--- src/hdl/pcfi_pkg.sv ---
// Shared types, constants and arithmetic helpers of the particle contact force integrator.
package pcfi_pkg;

  localparam int DEFAULT_PARTICLES = 256;
  localparam int CFG_INDEX_W = 3;
  localparam int CFG_DATA_W = 32;

  localparam logic [CFG_INDEX_W-1:0] CFG_STIFFNESS = 3'd0;
  localparam logic [CFG_INDEX_W-1:0] CFG_TIME_STEP = 3'd1;
  localparam logic [CFG_INDEX_W-1:0] CFG_INV_DOUBLE_STEP = 3'd2;
  localparam logic [CFG_INDEX_W-1:0] CFG_INV_MASS = 3'd3;
  localparam logic [CFG_INDEX_W-1:0] CFG_VERLET_MODE = 3'd4;

  localparam logic [31:0] RST_STIFFNESS = 32'd65536000;
  localparam logic [31:0] RST_TIME_STEP = 32'd4294967;
  localparam logic [31:0] RST_INV_DOUBLE_STEP = 32'd32768000;
  localparam logic [31:0] RST_INV_MASS = 32'd65536;

  localparam logic signed [65:0] SAT_MAX66 = 66'sd2147483647;
  localparam logic signed [65:0] SAT_MIN66 = -66'sd2147483648;

  typedef enum logic [1:0] {
    CMD_LOAD    = 2'd0,
    CMD_CLEAR   = 2'd1,
    CMD_CONTACT = 2'd2,
    CMD_MOVE    = 2'd3
  } pcfi_cmd_t;

  typedef enum logic [5:0] {
    S_IDLE, S_MWAIT, S_DONE,
    S_LD_MUL, S_LD_WR, S_CLR,
    S_MV_RD, S_MV_ACC, S_MV_AT, S_MV_VB, S_MV_VC, S_MV_VD, S_MV_E1, S_MV_E2,
    S_CT_RA, S_CT_RB, S_CT_RS, S_CT_PA, S_CT_PB, S_CT_D,
    S_CT_BG, S_CT_BG2, S_CT_SQ, S_CT_SQ2, S_CT_ROOT,
    S_CT_F0, S_CT_F1, S_CT_F2, S_CT_F3, S_CT_F4, S_CT_F5
  } pcfi_state_t;

  function automatic logic signed [31:0] sat32(input logic signed [65:0] v);
    logic signed [31:0] r;
    if (v > SAT_MAX66) begin
      r = 32'sh7FFFFFFF;
    end else if (v < SAT_MIN66) begin
      r = 32'sh80000000;
    end else begin
      r = v[31:0];
    end
    return r;
  endfunction

  function automatic logic signed [65:0] sx66(input logic signed [31:0] v);
    return {{34{v[31]}}, v};
  endfunction

  function automatic logic signed [32:0] sx33(input logic signed [31:0] v);
    return {v[31], v};
  endfunction

endpackage

--- src/hdl/pcfi_sqrt.sv ---
// Iterative integer square root, two radicand bits per cycle.
module pcfi_sqrt (
  input  logic        clk,
  input  logic        rst,
  input  logic        start,
  input  logic [63:0] operand,
  output logic        done,
  output logic [31:0] root
);
  import pcfi_pkg::*;

  logic [63:0] op;
  logic [33:0] rem;
  logic [5:0]  cnt;
  logic        run;
  logic [35:0] rem_sh;
  logic [35:0] trial;

  assign rem_sh = {rem, op[63:62]};
  assign trial  = {2'b00, root, 2'b01};

  always_ff @(posedge clk) begin
    if (rst) begin
      run  <= 1'b0;
      done <= 1'b0;
      cnt  <= '0;
    end else begin
      done <= 1'b0;
      if (start) begin
        op   <= operand;
        rem  <= '0;
        root <= '0;
        cnt  <= 6'd32;
        run  <= 1'b1;
      end else if (run) begin
        if (rem_sh >= trial) begin
          rem  <= 34'(rem_sh - trial);
          root <= {root[30:0], 1'b1};
        end else begin
          rem  <= rem_sh[33:0];
          root <= {root[30:0], 1'b0};
        end
        op  <= {op[61:0], 2'b00};
        cnt <= cnt - 6'd1;
        if (cnt == 6'd1) begin
          run  <= 1'b0;
          done <= 1'b1;
        end
      end
    end
  end
endmodule

--- config.mk ---
export PLATFORM = sky130hd
export DESIGN_NAME = pcfi_sqrt
export DESIGN_NICKNAME = d
export VERILOG_FILES = /design/src/hdl/pcfi_pkg.sv /design/src/hdl/pcfi_sqrt.sv
export SDC_FILE = /design/constraint.sdc
export NUM_CORES = 1
export LEC_CHECK = 0
export BUFFER_PORTS_ARGS = -buffer_cell sky130_fd_sc_hd__buf_2
export CORE_MARGIN = 3
export CORE_UTILIZATION = 45
export CTS_BUF_LIST = sky130_fd_sc_hd__clkbuf_2 sky130_fd_sc_hd__clkbuf_4 sky130_fd_sc_hd__clkbuf_8
export DETAILED_ROUTE_END_ITERATION = 6
export HOLD_SLACK_MARGIN = 0.15
export PLACE_DENSITY = 0.75
export SLEW_MARGIN = 30
export SYNTH_ARGS = -nofsm -noshare
export SYNTH_HDL_FRONTEND = slang
export SYNTH_SLANG_ARGS = --single-unit
export TNS_END_PERCENT = 100
--- constraint.sdc ---
create_clock -name clk -period 11.06 [get_ports clk]
set_input_delay 1.659 -clock clk [delete_from_list [all_inputs] [get_ports clk]]
set_output_delay 1.659 -clock clk [all_outputs]
set_load 0.05 [all_outputs]
# Word-level counts from Yosys, hierarchy flattened
# Cells that the tools add are included.
dict set report word_totals {
  mem_bits_rw 0
  out_inout_bits 33
  mem_bits_ro 0
  ff_bits 138
  in_bits 67
  latch_bits 0
  word_cells 29
  memories 0
}
dict set report op_classes {
  reduce_logical 4
  eq_ne 1
  div_mod_pow 0
  mul 0
  n_addsub 2
  shift 0
  bitwise_logic 2
  n_lt_le_gt_ge 1
  muxes 12
}
# operator n
set op_table {}
lappend op_table {{$mux W64} 2}
lappend op_table {{$mux W34} 2}
lappend op_table {{$ge A36 B34 Y1} 1}
lappend op_table {{$sub A34 B34 Y34} 1}
lappend op_table {{$mux W32} 1}
lappend op_table {{$mux W6} 2}
lappend op_table {{$eq A6 B1 Y1 const B} 1}
lappend op_table {{$sub A6 B1 Y6 const B} 1}
lappend op_table {{$mux W1} 5}
lappend op_table {{$reduce_or A3 Y1} 1}
lappend op_table {{$not A1 Y1} 2}
lappend op_table {{$reduce_and A2 Y1} 1}
lappend op_table {{$reduce_bool A2 Y1} 1}
lappend op_table {{$reduce_or A2 Y1} 1}

# Depth between registers and ports, before layout
dict set report depth {
  depth_word 4
  mapped_depth 14
  ltp_nobuf 10
}

# Worst setup path after synthesis
# OpenSTA, ideal clock, no wires.
dict set report synth_path {
  kind {in2reg}
  startpoint {input start}
  endpoint {register op[0] (enable)}
  n_path_buf 2
  arrival_ns 7.678
  cell_stages 4
  setup_ns 0.622
  t_required_ns 10.438
  setup_slack_ns 2.760
  cell_sequence {clkbuf_1 > clkbuf_1 > nor2_1 > nor2_1}
}
dict set report synth_via {
  elab_chain_cells 2
}
# item line_no
set synth_rtl {}
lappend synth_rtl {{start: declaration} pcfi_sqrt.sv:5} ;# input logic start,
lappend synth_rtl {{$reduce_bool A2 Y1 (no line)} --}
lappend synth_rtl {{$reduce_and A2 Y1 (no line)} --}
lappend synth_rtl {{end signal: assignment} pcfi_sqrt.sv:30} ;# op <= operand;
lappend synth_rtl {{end signal: assignment} pcfi_sqrt.sv:43} ;# op <= {op[61:0], 2'b00};
lappend synth_rtl {{end: declaration} pcfi_sqrt.sv:12} ;# logic [63:0] op;
# No other way between the ends.
# A chain may end at the register's enable or synchronous reset.

# Final worst setup path
dict set report layout_path {
  startpoint {register rem[21]}
  endpoint {register rem[25], data pin}
}
dict set report layout_via {
  elab_chain_cells 3
  elab_cells_between_ends 4
  cone_classes {add/sub (1); order compare (1); mux (2)}
}
# item line_no
set layout_rtl {}
lappend layout_rtl {{start: declaration} pcfi_sqrt.sv:13} ;# logic [33:0] rem;
lappend layout_rtl {{start signal: assignment} pcfi_sqrt.sv:37} ;# rem <= 34'(rem_sh - trial);
lappend layout_rtl {{start signal: assignment} pcfi_sqrt.sv:40} ;# rem <= rem_sh[33:0];
lappend layout_rtl {{$sub A34 B34 Y34 or $ge A36 B34 Y1 (tied branches)} {pcfi_sqrt.sv:37, pcfi_sqrt.sv:36}}
lappend layout_rtl {{$mux W34 (*)} pcfi_sqrt.sv:36} ;# if (rem_sh >= trial) begin
lappend layout_rtl {{$mux W34 (*)} pcfi_sqrt.sv:35} ;# end else if (run) begin
# Mark *: on every way between the ends. The rest lies on a longest branch, timed or not. The select of a mux whose other input is x is not followed.

==> flow_summary.ini <==
[yosys]
netlist_instances = 684
synth_flop_cell = edfxtp_1
syn_nets = 787
synth.distinct_cells = 60
syn_avg_cell_area_um2 = 11.3
netlist_area_um2 = 7730
ys_ff_latch = 138
synth-edff-count = 130
synth-seq-area-share = 0.526
ys_warn_count = 0
ys_async_sr_fraction = 0

[worst_setup_path]
worst_r2r_endpoint = rem[25]
reg2reg_depth = 9
rrSetupSlack_ns = 7.65
path_class = reg -> reg
cp_max_fo = 15
cp-end-kind = register
arrival_ns = 3.62
reg2reg_from = rem[21]
required_ns = 11.27
startpoint_type = register

[grt]
grt.overflow.total = 0
grt_pass1_wl_um = 26300
grt_pass1_vias = 5436
grt_use_total = 0.176
grt_max_degree = 101
antenna_found_initial = 0

[finish]
layout_common_cells = 130 x edfxtp_1, 98 x buf_2, 80 x nor2_1, 62 x mux2_2
postLayoutCoreUtil = 0.524
layout-drive-gt1-share = 0.267
stdcell_area_um2 = 8750
final_common_cell = edfxtp_1
antenna_cells = 0
instances_no_fill = 1004
area_growth_pct = 13.3
nNetsFinal = 875
fillers = 1567

[clock_network]
cts_resized = 0
ctsLongestPathBuffers = 2
ctsHoldBuffers = 0
cts.sinks = 138
clk_pin_slew_ns = 0.08
cts_tree = done
cts_buffers = 17
cts_max_level = 4
cts-root-buf = clkbuf_8
post-cts-setup-buffers = 0
clk_latency_ns = 0.45

[floorplanning]
die_y_um = 137
rows = 47
die-area_um2 = 18800
core_area_um2 = 16700
start_util = 0.463
die_w_um = 137
num_io_pins = 100

[route]
viasPerCell = 5.43
routedWlPerCell_um = 15.7
drt_iter0_drc = 414
first_pass_iters = 4
vias = 5454
drc_errors = 0
wl_um = 15800
antenna_left = 0

[timing]
fin_skew_ns = 0.0146
slew_viol_final = 0
hold_viol_final = 0
slew-limit-headroom = 0.451
min_period_ns = 3.41
worstMarginPinSlew_ns = 0.824
rsz0062_at_grt = false
hold_slack_ns = 0.490
setup_viol = 0
period_share = 0.309
tns_ns = 0
fmax_ghz = 0.293

[hold_path]
hold_depth = 2
worstHoldStart = cnt[0]
min_path_type = reg -> reg
whs_endpoint = cnt[0]

[placement]
io_buffers = 99
place.gp.congestion = 0.859
hpwl_um = 10900
place_area_um2 = 8370
place_inst = 973

[pwr]
p_per_area_nw_per_um2 = 160
power.leakage_nw = 3.46
peakVddDrop_uv = 133

[outcome]
status = completed

[run]
maxCapViolCount = 0
==> critical path: stages, from the launching register on <==
cell and delay, ns:
edfxtp_1 0.42, ha_1 0.39, a21oi_1 0.23, o21ai_0 0.18
a221oi_2 0.39, nand2_1 0.16, o2111ai_4 0.38, and2_1 0.69
nor2_2 0.10, a31o_2 0.23
==> sequential cells by signal, summed over array words and instances, names as in the netlist <==
name	flops
rem	34
cnt	6
root	32
run	1
op	64
done	1
==> power by group <==
part	internal (mW)	switching, mW
combinational	0.138	0.212
clock	0.203	0.207
sequential	0.625	0.0174
==> through the flow <==
step	setup WS (ns)	total power, mW
2_1_floorplan	2.76	0.933
6_report	7.65	1.40
5_1_grt	7.30	1.48
4_1_cts	7.66	1.42
3_5_place_dp	7.64	1.00
3_3_place_gp	7.40	0.997
==> layout make-up <==
type | count | area, um^2 | area share
well taps | 220 | 275 | 0.0314
inverters | 49 | 184 | 0.0210
clock buffers | 18 | 241 | 0.0276
flip-flops and latches | 138 | 4060 | 0.464
multi-input cells | 464 | 3310 | 0.379
clock inverters | 13 | 148 | 0.0169
repair buffers | 102 | 528 | 0.0603
==> worst max path at each step <==
stage	cells past startpoint	endpoint	startpoint
2_1_floorplan	4	op[0]	start
3_3_place_gp	3	op[16]	start
3_5_place_dp	3	op[20]	start
4_1_cts	10	rem[25]	root[4]
5_1_grt	10	rem[29]	root[15]
6_report	9	rem[25]	rem[21]
==> routing by layer <==
layer	vias to the layer above	GRT usage	share of wire	routed length, um
met2	144	0.280	0.47	7480
met4	0	0.0443	0.010	163
li1	2683	-	-	-
met1	2612	0.232	0.45	7170
met3	15	0.0592	0.063	989
met5	-	0	0	0
==> cell families after synthesis <==
logic type / share of synthesized area
AOI/OAI and AO/OA: 0.117
xor gates and xnor gates: 0.0374
adders and majority gates: 0.0583
buffers and inverters: 0.0463
DFF: 0.526
muxes: 0.103
and+or+nand+nor: 0.112
==> synth_stat cells (5+ instances only) <==
master    count  area (um^2)
clkbuf_1     21         78.8
mux2i_1      10          100
a21o_1        5         37.5
o21a_1        6         45.0
a21oi_1      49          245
edfxtp_1    130         3900
o21ai_0      19         95.1
nand4_1       8         50.1
ha_1         36          450
nor3_1       12         60.1
xor2_1       14          123
nand3_1      17         85.1
o31ai_1       5         37.5
nor2_1       81          304
dfxtp_1       8          160
inv_1        49          184
xnor2_1      19          166
a211oi_1     12         90.1
and2_1        6         37.5
a31oi_1       6         37.5
mux2_2       62          698
buf_6         6         67.6
nand2_1      35          131
No activity file was read; power rests on OpenSTA's default activity.
