`src/hdl/pcfi_pkg.sv`:
```
// Shared types, constants and arithmetic helpers of the particle contact force integrator.
package pcfi_pkg;

  localparam int DEFAULT_PARTICLES = 256;
  localparam int CFG_INDEX_W = 3;
  localparam int CFG_DATA_W = 32;

  localparam logic [CFG_INDEX_W-1:0] CFG_STIFFNESS = 3'd0;
  localparam logic [CFG_INDEX_W-1:0] CFG_TIME_STEP = 3'd1;
  localparam logic [CFG_INDEX_W-1:0] CFG_INV_DOUBLE_STEP = 3'd2;
  localparam logic [CFG_INDEX_W-1:0] CFG_INV_MASS = 3'd3;
  localparam logic [CFG_INDEX_W-1:0] CFG_VERLET_MODE = 3'd4;

  localparam logic [31:0] RST_STIFFNESS = 32'd65536000;
  localparam logic [31:0] RST_TIME_STEP = 32'd4294967;
  localparam logic [31:0] RST_INV_DOUBLE_STEP = 32'd32768000;
  localparam logic [31:0] RST_INV_MASS = 32'd65536;

  localparam logic signed [65:0] SAT_MAX66 = 66'sd2147483647;
  localparam logic signed [65:0] SAT_MIN66 = -66'sd2147483648;

  typedef enum logic [1:0] {
    CMD_LOAD    = 2'd0,
    CMD_CLEAR   = 2'd1,
    CMD_CONTACT = 2'd2,
    CMD_MOVE    = 2'd3
  } pcfi_cmd_t;

  typedef enum logic [5:0] {
    S_IDLE, S_MWAIT, S_DONE,
    S_LD_MUL, S_LD_WR, S_CLR,
    S_MV_RD, S_MV_ACC, S_MV_AT, S_MV_VB, S_MV_VC, S_MV_VD, S_MV_E1, S_MV_E2,
    S_CT_RA, S_CT_RB, S_CT_RS, S_CT_PA, S_CT_PB, S_CT_D,
    S_CT_BG, S_CT_BG2, S_CT_SQ, S_CT_SQ2, S_CT_ROOT,
    S_CT_F0, S_CT_F1, S_CT_F2, S_CT_F3, S_CT_F4, S_CT_F5
  } pcfi_state_t;

  function automatic logic signed [31:0] sat32(input logic signed [65:0] v);
    logic signed [31:0] r;
    if (v > SAT_MAX66) begin
      r = 32'sh7FFFFFFF;
    end else if (v < SAT_MIN66) begin
      r = 32'sh80000000;
    end else begin
      r = v[31:0];
    end
    return r;
  endfunction

  function automatic logic signed [65:0] sx66(input logic signed [31:0] v);
    return {{34{v[31]}}, v};
  endfunction

  function automatic logic signed [32:0] sx33(input logic signed [31:0] v);
    return {v[31], v};
  endfunction

endpackage

```
`src/hdl/pcfi_div.sv`:
```
// Restoring divider, one quotient bit per cycle; the quotient is known to fit 32 bits.
module pcfi_div (
  input  logic        clk,
  input  logic        rst,
  input  logic        start,
  input  logic [64:0] numer,
  input  logic [31:0] denom,
  output logic        done,
  output logic [31:0] quot
);
  import pcfi_pkg::*;

  logic [64:0] num;
  logic [31:0] den;
  logic [31:0] rem;
  logic [6:0]  cnt;
  logic        run;
  logic [32:0] rem_sh;

  assign rem_sh = {rem, num[64]};

  always_ff @(posedge clk) begin
    if (rst) begin
      run  <= 1'b0;
      done <= 1'b0;
      cnt  <= '0;
    end else begin
      done <= 1'b0;
      if (start) begin
        num  <= numer;
        den  <= denom;
        rem  <= '0;
        quot <= '0;
        cnt  <= 7'd65;
        run  <= 1'b1;
      end else if (run) begin
        if (rem_sh >= {1'b0, den}) begin
          rem  <= 32'(rem_sh - {1'b0, den});
          quot <= {quot[30:0], 1'b1};
        end else begin
          rem  <= rem_sh[31:0];
          quot <= {quot[30:0], 1'b0};
        end
        num <= {num[63:0], 1'b0};
        cnt <= cnt - 7'd1;
        if (cnt == 7'd1) begin
          run  <= 1'b0;
          done <= 1'b1;
        end
      end
    end
  end
endmodule
```
`config.mk`:
```
export PLATFORM = sky130hd
export DESIGN_NAME = pcfi_div
export DESIGN_NICKNAME = d
export VERILOG_FILES = /design/src/hdl/pcfi_pkg.sv /design/src/hdl/pcfi_div.sv
export SDC_FILE = /design/constraint.sdc
export NUM_CORES = 1
export LEC_CHECK = 0
export BUFFER_PORTS_ARGS = -buffer_cell sky130_fd_sc_hd__buf_2
export CORE_UTILIZATION = 34
export CTS_BUF_LIST = sky130_fd_sc_hd__clkbuf_8
export DETAILED_ROUTE_END_ITERATION = 7
export SYNTH_ARGS = -nofsm -noshare
export SYNTH_HDL_FRONTEND = slang
export SYNTH_SLANG_ARGS = --single-unit
```
`constraint.sdc`:
```
create_clock -name clk -period 7.5 [get_ports clk]
set_clock_uncertainty 0.1 [all_clocks]
set_input_delay 0.75 -clock clk [delete_from_list [all_inputs] [get_ports clk]]
set_output_delay 0.75 -clock clk [all_outputs]
set_load 0.01 [all_outputs]
```
# Yosys cells after proc, flatten, opt, wreduce, memory -nomap -nowiden
# Index checks and enable logic that the tools add are counted.
# Widths: inputs -> output; s select.
# op_classes
eq_ne	1
mul	0
order_cmp	1
div_mod_pow	0
n_reduce_logical	5
shift	0
bitwise	2
muxes	12
addsub	2
# ops
op	n
$mux 65	2
$mux 32	3
$ge 33x32->1	1
$sub 32x32->32	1
$mux 7	2
$eq 7x1->1 const B	1
$sub 7x1->7 const B	1
$mux 1	5
$reduce_and 2->1	2
$reduce_or 3->1	1
$not 1->1	2
$reduce_bool 2->1	1
$reduce_or 2->1	1
# word_totals
mem_bits_ro	0
memories	0
inputBits	100
regBits	170
latch_bits	0
mem_bits_rw	0

# Depth between registers and ports, before layout
# Gate-level depths: netlist of the first run.
# logic_depth
word_depth	4
depth_mapped	13

# Worst setup path after synthesis of the first run
# No wires, ideal clock.
# synth_path
path_type	input to register
startpoint	in start
endpoint	reg num[0] (enable)
stages	4
arrival_ns	6.776
path_slack_ns	0.004
setup_time_ns	0.619
path_cell_list	clkbuf_1 -> clkbuf_1 -> nor2_1 -> nor2_1
# synth_via
elab_chain_len	2
# synth_rtl
element	line_no	source
start: declaration	pcfi_div.sv:5	input logic start,
$reduce_bool 2->1 (no source line)	--	
$reduce_and 2->1 (no source line)	--	
end signal: assignment	pcfi_div.sv:30	num <= numer;
end signal: assignment	pcfi_div.sv:44	num <= {num[63:0], 1'b0};
end: declaration	pcfi_div.sv:13	logic [64:0] num;
# Every way passes these cells.
# A chain may end at the register's enable or synchronous reset.

# Final worst setup path of the first run
# layout_path
startpoint	reg rem[25]
endpoint	reg rem[31] (data pin)
# layout_via
elab_chain_len	3
elab_cells_between_ends	4
classes_between	add/sub: 1; order compare: 1; mux: 2
# layout_rtl
element	line_no	source
start: declaration	pcfi_div.sv:15	logic [31:0] rem;
start signal: assignment	pcfi_div.sv:38	rem <= 32'(rem_sh - {1'b0, den});
start signal: assignment	pcfi_div.sv:41	rem <= rem_sh[31:0];
$sub 32x32->32 or $ge 33x32->1 (tied branches)	pcfi_div.sv:38, pcfi_div.sv:37	
$mux 32 *	pcfi_div.sv:37	if (rem_sh >= {1'b0, den}) begin
$mux 32 *	pcfi_div.sv:36	end else if (run) begin
# Every way passes the cells marked *; elsewhere a longest branch is shown, timed or not. The select of a mux whose other input is x is not followed.

==> results of run 1 <==
[sequential cells by signal (all words and copies together) (netlist names)]
signal	flops
den	32
run	1
quot	32
num	65
rem	32
done	1
cnt	7
[path summary, 6_finish.rpt]
path | end | slack, ns | cells after the start
max reg2reg | rem[31] | 4.11 | 10
min reg2reg | cnt[1] | 0.41 | 2
max | rem[31] | 4.11 | 10
min | den[12] | 0.35 | 1
[cell type report]
| cell class | instances | area share (%) |
|---|---|---|
| multi-input combinational | 468 | 33.9 |
| inverter | 43 | 1.59 |
| sequential | 170 | 49.3 |
| antenna | 2 | 0.0492 |
| clock inverter | 15 | 1.96 |
| tap | 330 | 4.06 |
| timing repair buffer | 136 | 6.82 |
| clock buffer | 17 | 2.30 |
[per-stage QoR]
stage | setup WS [ns] | instance area (µm²)
after detailed placement | 4.10 | 9730
after floorplan | 0.00436 | 8770
after global placement | 4.24 | 9730
after CTS | 4.10 | 10200
final | 4.11 | 10200
after global routing | 3.89 | 10200
[cells by family (layout without fill, tap and decap cells)]
group	count (synthesis)	in the layout
other	0	2
and+or+nand+nor	207	207
AOI/OAI and AO/OA	131	131
muxes	66	66
xor gates and xnor gates	29	29
DFF	170	170
buffers and inverters	76	211
adders and majority gates	35	35
[per-layer routing]
layer,vias to the layer above,GRT usage (%)
met3,27,5.93
met5,-,0
met4,8,4.63
met1,2793,18.5
li1,2856,-
met2,124,22.7
[power groups by stage]
stage	Clock (mW)	Sequential (mW)	Combinational, mW
global placement	0	1.18	0.493
floorplan	0	1.18	0.379
global route	0.736	1.17	0.556
finish	0.676	1.16	0.497
detailed placement	0	1.18	0.497
CTS	0.705	1.16	0.500
[synthesized netlist by cell type (4+ instances only)]
| master | n | area share (%) |
|---|---|---|
| a21oi_2 | 12 | 1.2 |
| inv_1 | 43 | 1.8 |
| nor3_1 | 12 | 0.68 |
| nand2_2 | 10 | 0.71 |
| o21ai_1 | 9 | 0.51 |
| nor2b_1 | 39 | 2.8 |
| nand2_1 | 62 | 2.7 |
| ha_1 | 34 | 4.8 |
| nand2b_1 | 7 | 0.50 |
| nand4_1 | 8 | 0.57 |
| buf_2 | 4 | 0.23 |
| dfxtp_1 | 9 | 2.1 |
| a21oi_1 | 46 | 2.6 |
| xnor2_1 | 14 | 1.4 |
| o211ai_1 | 4 | 0.34 |
| a211oi_2 | 11 | 1.6 |
| xor2_1 | 15 | 1.5 |
| clkbuf_1 | 20 | 0.86 |
| nand3_1 | 11 | 0.63 |
| mux2_2 | 64 | 8.2 |
| o21a_1 | 5 | 0.43 |
| buf_4 | 4 | 0.34 |
| edfxtp_1 | 161 | 55 |
| nor2_1 | 36 | 1.5 |
| o21ai_0 | 15 | 0.86 |
| a21o_1 | 6 | 0.51 |
==> results.sh, run 1 <==
export IMPL_fin_crit_sh_pct=45.2
export IMPL_route_met2_wl_mm=8.51
export IMPL_r2r_start="rem[25]"
export IMPL_max_slew_margin_rel_pct=29.5
export IMPL_yosysSeqAreaShare_pct=57.2
export IMPL_tritoncts="built"
export IMPL_netlist_instances=714
export IMPL_power_mw=2.33
export IMPL_ctsResizeCount=0
export IMPL_synth_compound_area_share_pct=10.6
export IMPL_root_buffer="clkbuf_8"
export IMPL_worst_path_max_delay_cell="ha_1"
export IMPL_totalWireLength_mm=18.6
export IMPL_critical_path_top_delay_family="compound AO/OA/AOI/OAI gates"
export IMPL_yosys_warnings=0
export IMPL_drc=0
export IMPL_synth_cell_types=59
export IMPL_rsz0062_at_grt="false"
export IMPL_clockBufferDepth=2
export IMPL_grt_pass1_vias=5869
export IMPL_crit_required_ns=7.62
export IMPL_p_sw_share_pct=31.5
export IMPL_clk_pin_slew_ns=0.11
export IMPL_path_cells="ha_1, a21oi_2, o21bai_1, a21oi_1, o21ai_1, a211o_1, nor3_4, buf_4, nor3_1, a221o_1"
export IMPL_startpoint="rem[25]"
export IMPL_synth_adder_area_share_pct=5.08
export IMPL_fin_hold_ws_ns=0.347
export IMPL_clkPwrFrac_pct=29.0
export IMPL_cts_num_sinks=170
export IMPL_wl_met3_mm=1.39
export IMPL_wl_met1_mm=8.35
export IMPL_die_y_um=163
export IMPL_hold_buffers=0
export IMPL_track_usage_pct=14.6
export IMPL_final_core_util_pct=40.3
export IMPL_finalMaxSlewViolations=0
export IMPL_firstDrtPassIters=4
export IMPL_hold_path_class="in2reg"
export IMPL_area_growth_pct=15.9
export IMPL_p_comb_share_pct=21.3
export IMPL_multi_input_area_mm2=0.00345
export IMPL_p_leak_nw=3.91
export IMPL_yosys_area_share_xor_xnor_pct=2.90
export IMPL_placementRows=58
export IMPL_p_int_mw=1.60
export IMPL_synth_seq_cells=170
export IMPL_dp_hpwl_mm=12.8
export IMPL_core_mm2=0.0253
export IMPL_grt_pass1_wl_mm=30.0
export IMPL_overflow=0
export IMPL_finalCriticalPeriod_ns=3.39
export IMPL_pin_count=133
export IMPL_viasPerCell=4.92
export IMPL_fmax_ghz=0.295
export IMPL_final_layout_size_suffix_gt1_share_pct=32.3
export IMPL_timing_worst_slew_pin_value_ns=1.06
export IMPL_fp_dieW_um=163
export IMPL_yosys_most_used_dff="edfxtp_1"
export IMPL_hold_viol=0
export IMPL_synth_simple_area_share_pct=12.1
export IMPL_startpoint_type="flip-flop"
export IMPL_wire_per_inst_um=15.7
export IMPL_tns_ns=0
export IMPL_initial_utilization_pct=34.7
export IMPL_fillers=2446
export IMPL_synth_edf_count=161
export IMPL_stdcell_count=1181
export IMPL_worstPathMaxFanout=21
export IMPL_nets=971
export IMPL_topRoutingLayerUsed="met5"
export IMPL_power_frac_seq_pct=49.7
export IMPL_first_iter_violations=303
export IMPL_port_buffers=132
export IMPL_synth_top_family_by_area="simple AND/OR/NAND/NOR gates"
export IMPL_ant_nets=0
export IMPL_p_per_area_mw_per_mm2=229
export IMPL_critPathKind="reg2reg"
export IMPL_path_buf_inv=1
export IMPL_worstSkewPairLatency_ns=0.48
export IMPL_cts_buffers=17
export IMPL_max_cap_violations=0
export IMPL_grt_max_degree=76
export IMPL_syn_area_mm2=0.00877
export IMPL_antenna_found_initial=6
export IMPL_p_switching_mw=0.735
export IMPL_final_cell_mix="161 x edfxtp_1, 131 x buf_2, 64 x mux2_2, 62 x nand2_1, 46 x a21oi_1"
export IMPL_syn_avg_cell_area_um2=12.3
export IMPL_final_common_cell="edfxtp_1"
export IMPL_arrival_ns=3.51
export IMPL_synth_mux_area_fraction_pct=8.44
export IMPL_status="finished clean"
export IMPL_min_delay_start="denom[12]"
export IMPL_critPathMaxStageDelay_ns=0.42
export IMPL_cts_setup_buffers=0
export IMPL_htree_levels=4
export IMPL_setup_viol=0
export IMPL_place_inst=1147
export IMPL_syn_num_nets=849
export IMPL_die_area_mm2=0.0264
export IMPL_synthArstFlopShare_pct=0
export IMPL_crit_path_end_kind="flip-flop"
export IMPL_place_congestion=0.862
export IMPL_seqCellArea_mm2=0.00501
export IMPL_vias=5808
export IMPL_ir_drop_mv=0.121
(Power assumes the default switching activity.)
==> inputs of run 2 (changes only) <==
==> constraint.sdc (replaced) <==
create_clock -name clk -period 3.15 [get_ports clk]
set_clock_uncertainty 0.1 [all_clocks]
set_input_delay 0.315 -clock clk [delete_from_list [all_inputs] [get_ports clk]]
set_output_delay 0.315 -clock clk [all_outputs]
set_load 0.01 [all_outputs]
==> results.sh, run 2 (synthesized netlist as in run 1, its figures left out) <==
export IMPL_status="finished clean"
export IMPL_clockBufferDepth=2
export IMPL_min_delay_start="numer[45]"
export IMPL_p_leak_nw=4.16
export IMPL_arrival_ns=3.20
export IMPL_worstPathMaxFanout=3
export IMPL_wire_per_inst_um=15.4
export IMPL_cts_buffers=17
export IMPL_fp_dieW_um=163
export IMPL_track_usage_pct=14.6
export IMPL_worst_hold_path_endpoint="num[45]"
export IMPL_die_area_mm2=0.0264
export IMPL_critical_path_top_delay_family="compound AO/OA/AOI/OAI gates"
export IMPL_root_buffer="clkbuf_8"
export IMPL_viasPerCell=4.79
export IMPL_ant_nets=0
export IMPL_drc=0
export IMPL_initial_utilization_pct=34.7
export IMPL_critPathMaxStageDelay_ns=0.38
export IMPL_grt_pass1_vias=5961
export IMPL_largest_reg_flops=65
export IMPL_num_antenna_cells=0
export IMPL_dp_hpwl_mm=12.6
export IMPL_totalWireLength_mm=19.0
export IMPL_antenna_found_initial=2
export IMPL_startpoint_type="flip-flop"
export IMPL_setup_viol=0
export IMPL_finalCriticalPeriod_ns=3.02
export IMPL_tritoncts="built"
export IMPL_core_mm2=0.0253
export IMPL_final_core_util_pct=42.5
export IMPL_path_common_cell="a21oi_2"
export IMPL_overflow=0
export IMPL_ir_drop_mv=0.300
export IMPL_hold_path_class="in2reg"
export IMPL_vias=5904
export IMPL_final_common_cell="edfxtp_1"
export IMPL_cts_num_sinks=170
export IMPL_firstDrtPassIters=5
export IMPL_hold_path_depth=2
export IMPL_dpl_cell_area_mm2=0.00988
export IMPL_grt_max_degree=93
export IMPL_timing_worst_slew_pin_value_ns=0.818
export IMPL_regMostFlops="num"
export IMPL_r2r_end="rem[28]"
export IMPL_path_cells="inv_1, ha_1, fa_1, nand2b_1, a21oi_2, o21ai_1, a21oi_2, o211ai_1, a211o_1, a2111o_1, o311ai_1"
export IMPL_place_congestion=0.861
export IMPL_power_mw=5.69
export IMPL_postLayoutSetupSlackWorst_ns=0.126
export IMPL_hold_viol=0
export IMPL_final_layout_size_suffix_gt1_share_pct=33.8
export IMPL_area_growth_pct=22.3
export IMPL_critPathKind="reg2reg"
export IMPL_nets=1025
export IMPL_first_iter_violations=315
export IMPL_htree_levels=4
export IMPL_worstSkewPairLatency_ns=0.46
export IMPL_finalMaxSlewViolations=0
export IMPL_max_slew_margin_rel_pct=45.4
export IMPL_path_buf_inv=1
export IMPL_placementRows=58
export IMPL_fillers=2455
export IMPL_clk_pin_slew_ns=0.11
export IMPL_die_y_um=163
export IMPL_crit_required_ns=3.32
export IMPL_fin_crit_sh_pct=96.0
export IMPL_fmax_ghz=0.331
export IMPL_r2r_slack_ns=0.13
export IMPL_p_per_area_mw_per_mm2=530
export IMPL_dp_slack_ns=0.0899
export IMPL_fin_hold_ws_ns=0.0469
export IMPL_reg2reg_depth=11
export IMPL_pin_count=133
export IMPL_final_area_mm2=0.0107
export IMPL_grt_pass1_wl_mm=30.3
export IMPL_final_cell_mix="161 x edfxtp_1, 131 x buf_2, 64 x mux2_2, 62 x nand2_1"
export IMPL_worst_path_max_delay_cell="fa_1"
export IMPL_r2r_start="num[64]"
export IMPL_crit_path_end_kind="flip-flop"
export IMPL_port_buffers=132
export IMPL_max_cap_violations=0
## run 2: metal layers
layer | up-vias | wire, µm | GRT usage, %
met5 | - | 26 | 0
met2 | 125 | 8670 | 22.9
met4 | 4 | 208 | 3.61
li1 | 2956 | - | -
met1 | 2803 | 8820 | 18.7
met3 | 16 | 1260 | 5.65
## run 2: area by class of cell
| class | count | area [µm²] | share of cell area, % |
|---|---|---|---|
| Tap cell | 330 | 413 | 3.85 |
| Multi-Input combinational cell | 469 | 3530 | 32.9 |
| Clock inverter | 15 | 170 | 1.59 |
| Inverter | 43 | 161 | 1.50 |
| Clock buffer | 17 | 234 | 2.18 |
| Timing Repair Buffer | 189 | 1210 | 11.3 |
| Sequential cell | 170 | 5010 | 46.7 |
## run 2: worst max-delay path by stage
stage / from / endpoint / slack, ns / depth (start not counted)
floorplan: start / num[0] / 0.03 / 4
global placement: rem[25] / rem[13] / 0.10 / 10
detailed placement: num[64] / rem[28] / 0.09 / 11
CTS: num[64] / rem[28] / 0.05 / 11
global route: rem[6] / rem[2] / -0.01 / 9
finish: num[64] / rem[28] / 0.13 / 11
## run 2: what timing repair did
| action | in CTS | in global routing |
|---|---|---|
| buffers inserted | 0 | 6 |
| endpoints found under the hold margin | 33 | 0 |
| setup endpoints to repair | 0 | 29 |
| gates resized for setup | 0 | 12 |
| hold buffers | 33 | 0 |
## run 2: power breakdown
group,internal [mW],leakage [nW],switching [mW]
Clock,0.672,0.205,0.956
Combinational,0.583,2.33,0.719
Sequential,2.69,1.62,0.0693
Total,3.95,4.16,1.74
## run 2: metrics by stage
step           TNS (ns)  cells
6_report              0   1233
3_5_place_dp          0   1161
4_1_cts               0   1226
3_3_place_gp          0   1161
5_1_grt         -0.0123   1233
2_1_floorplan         0    714
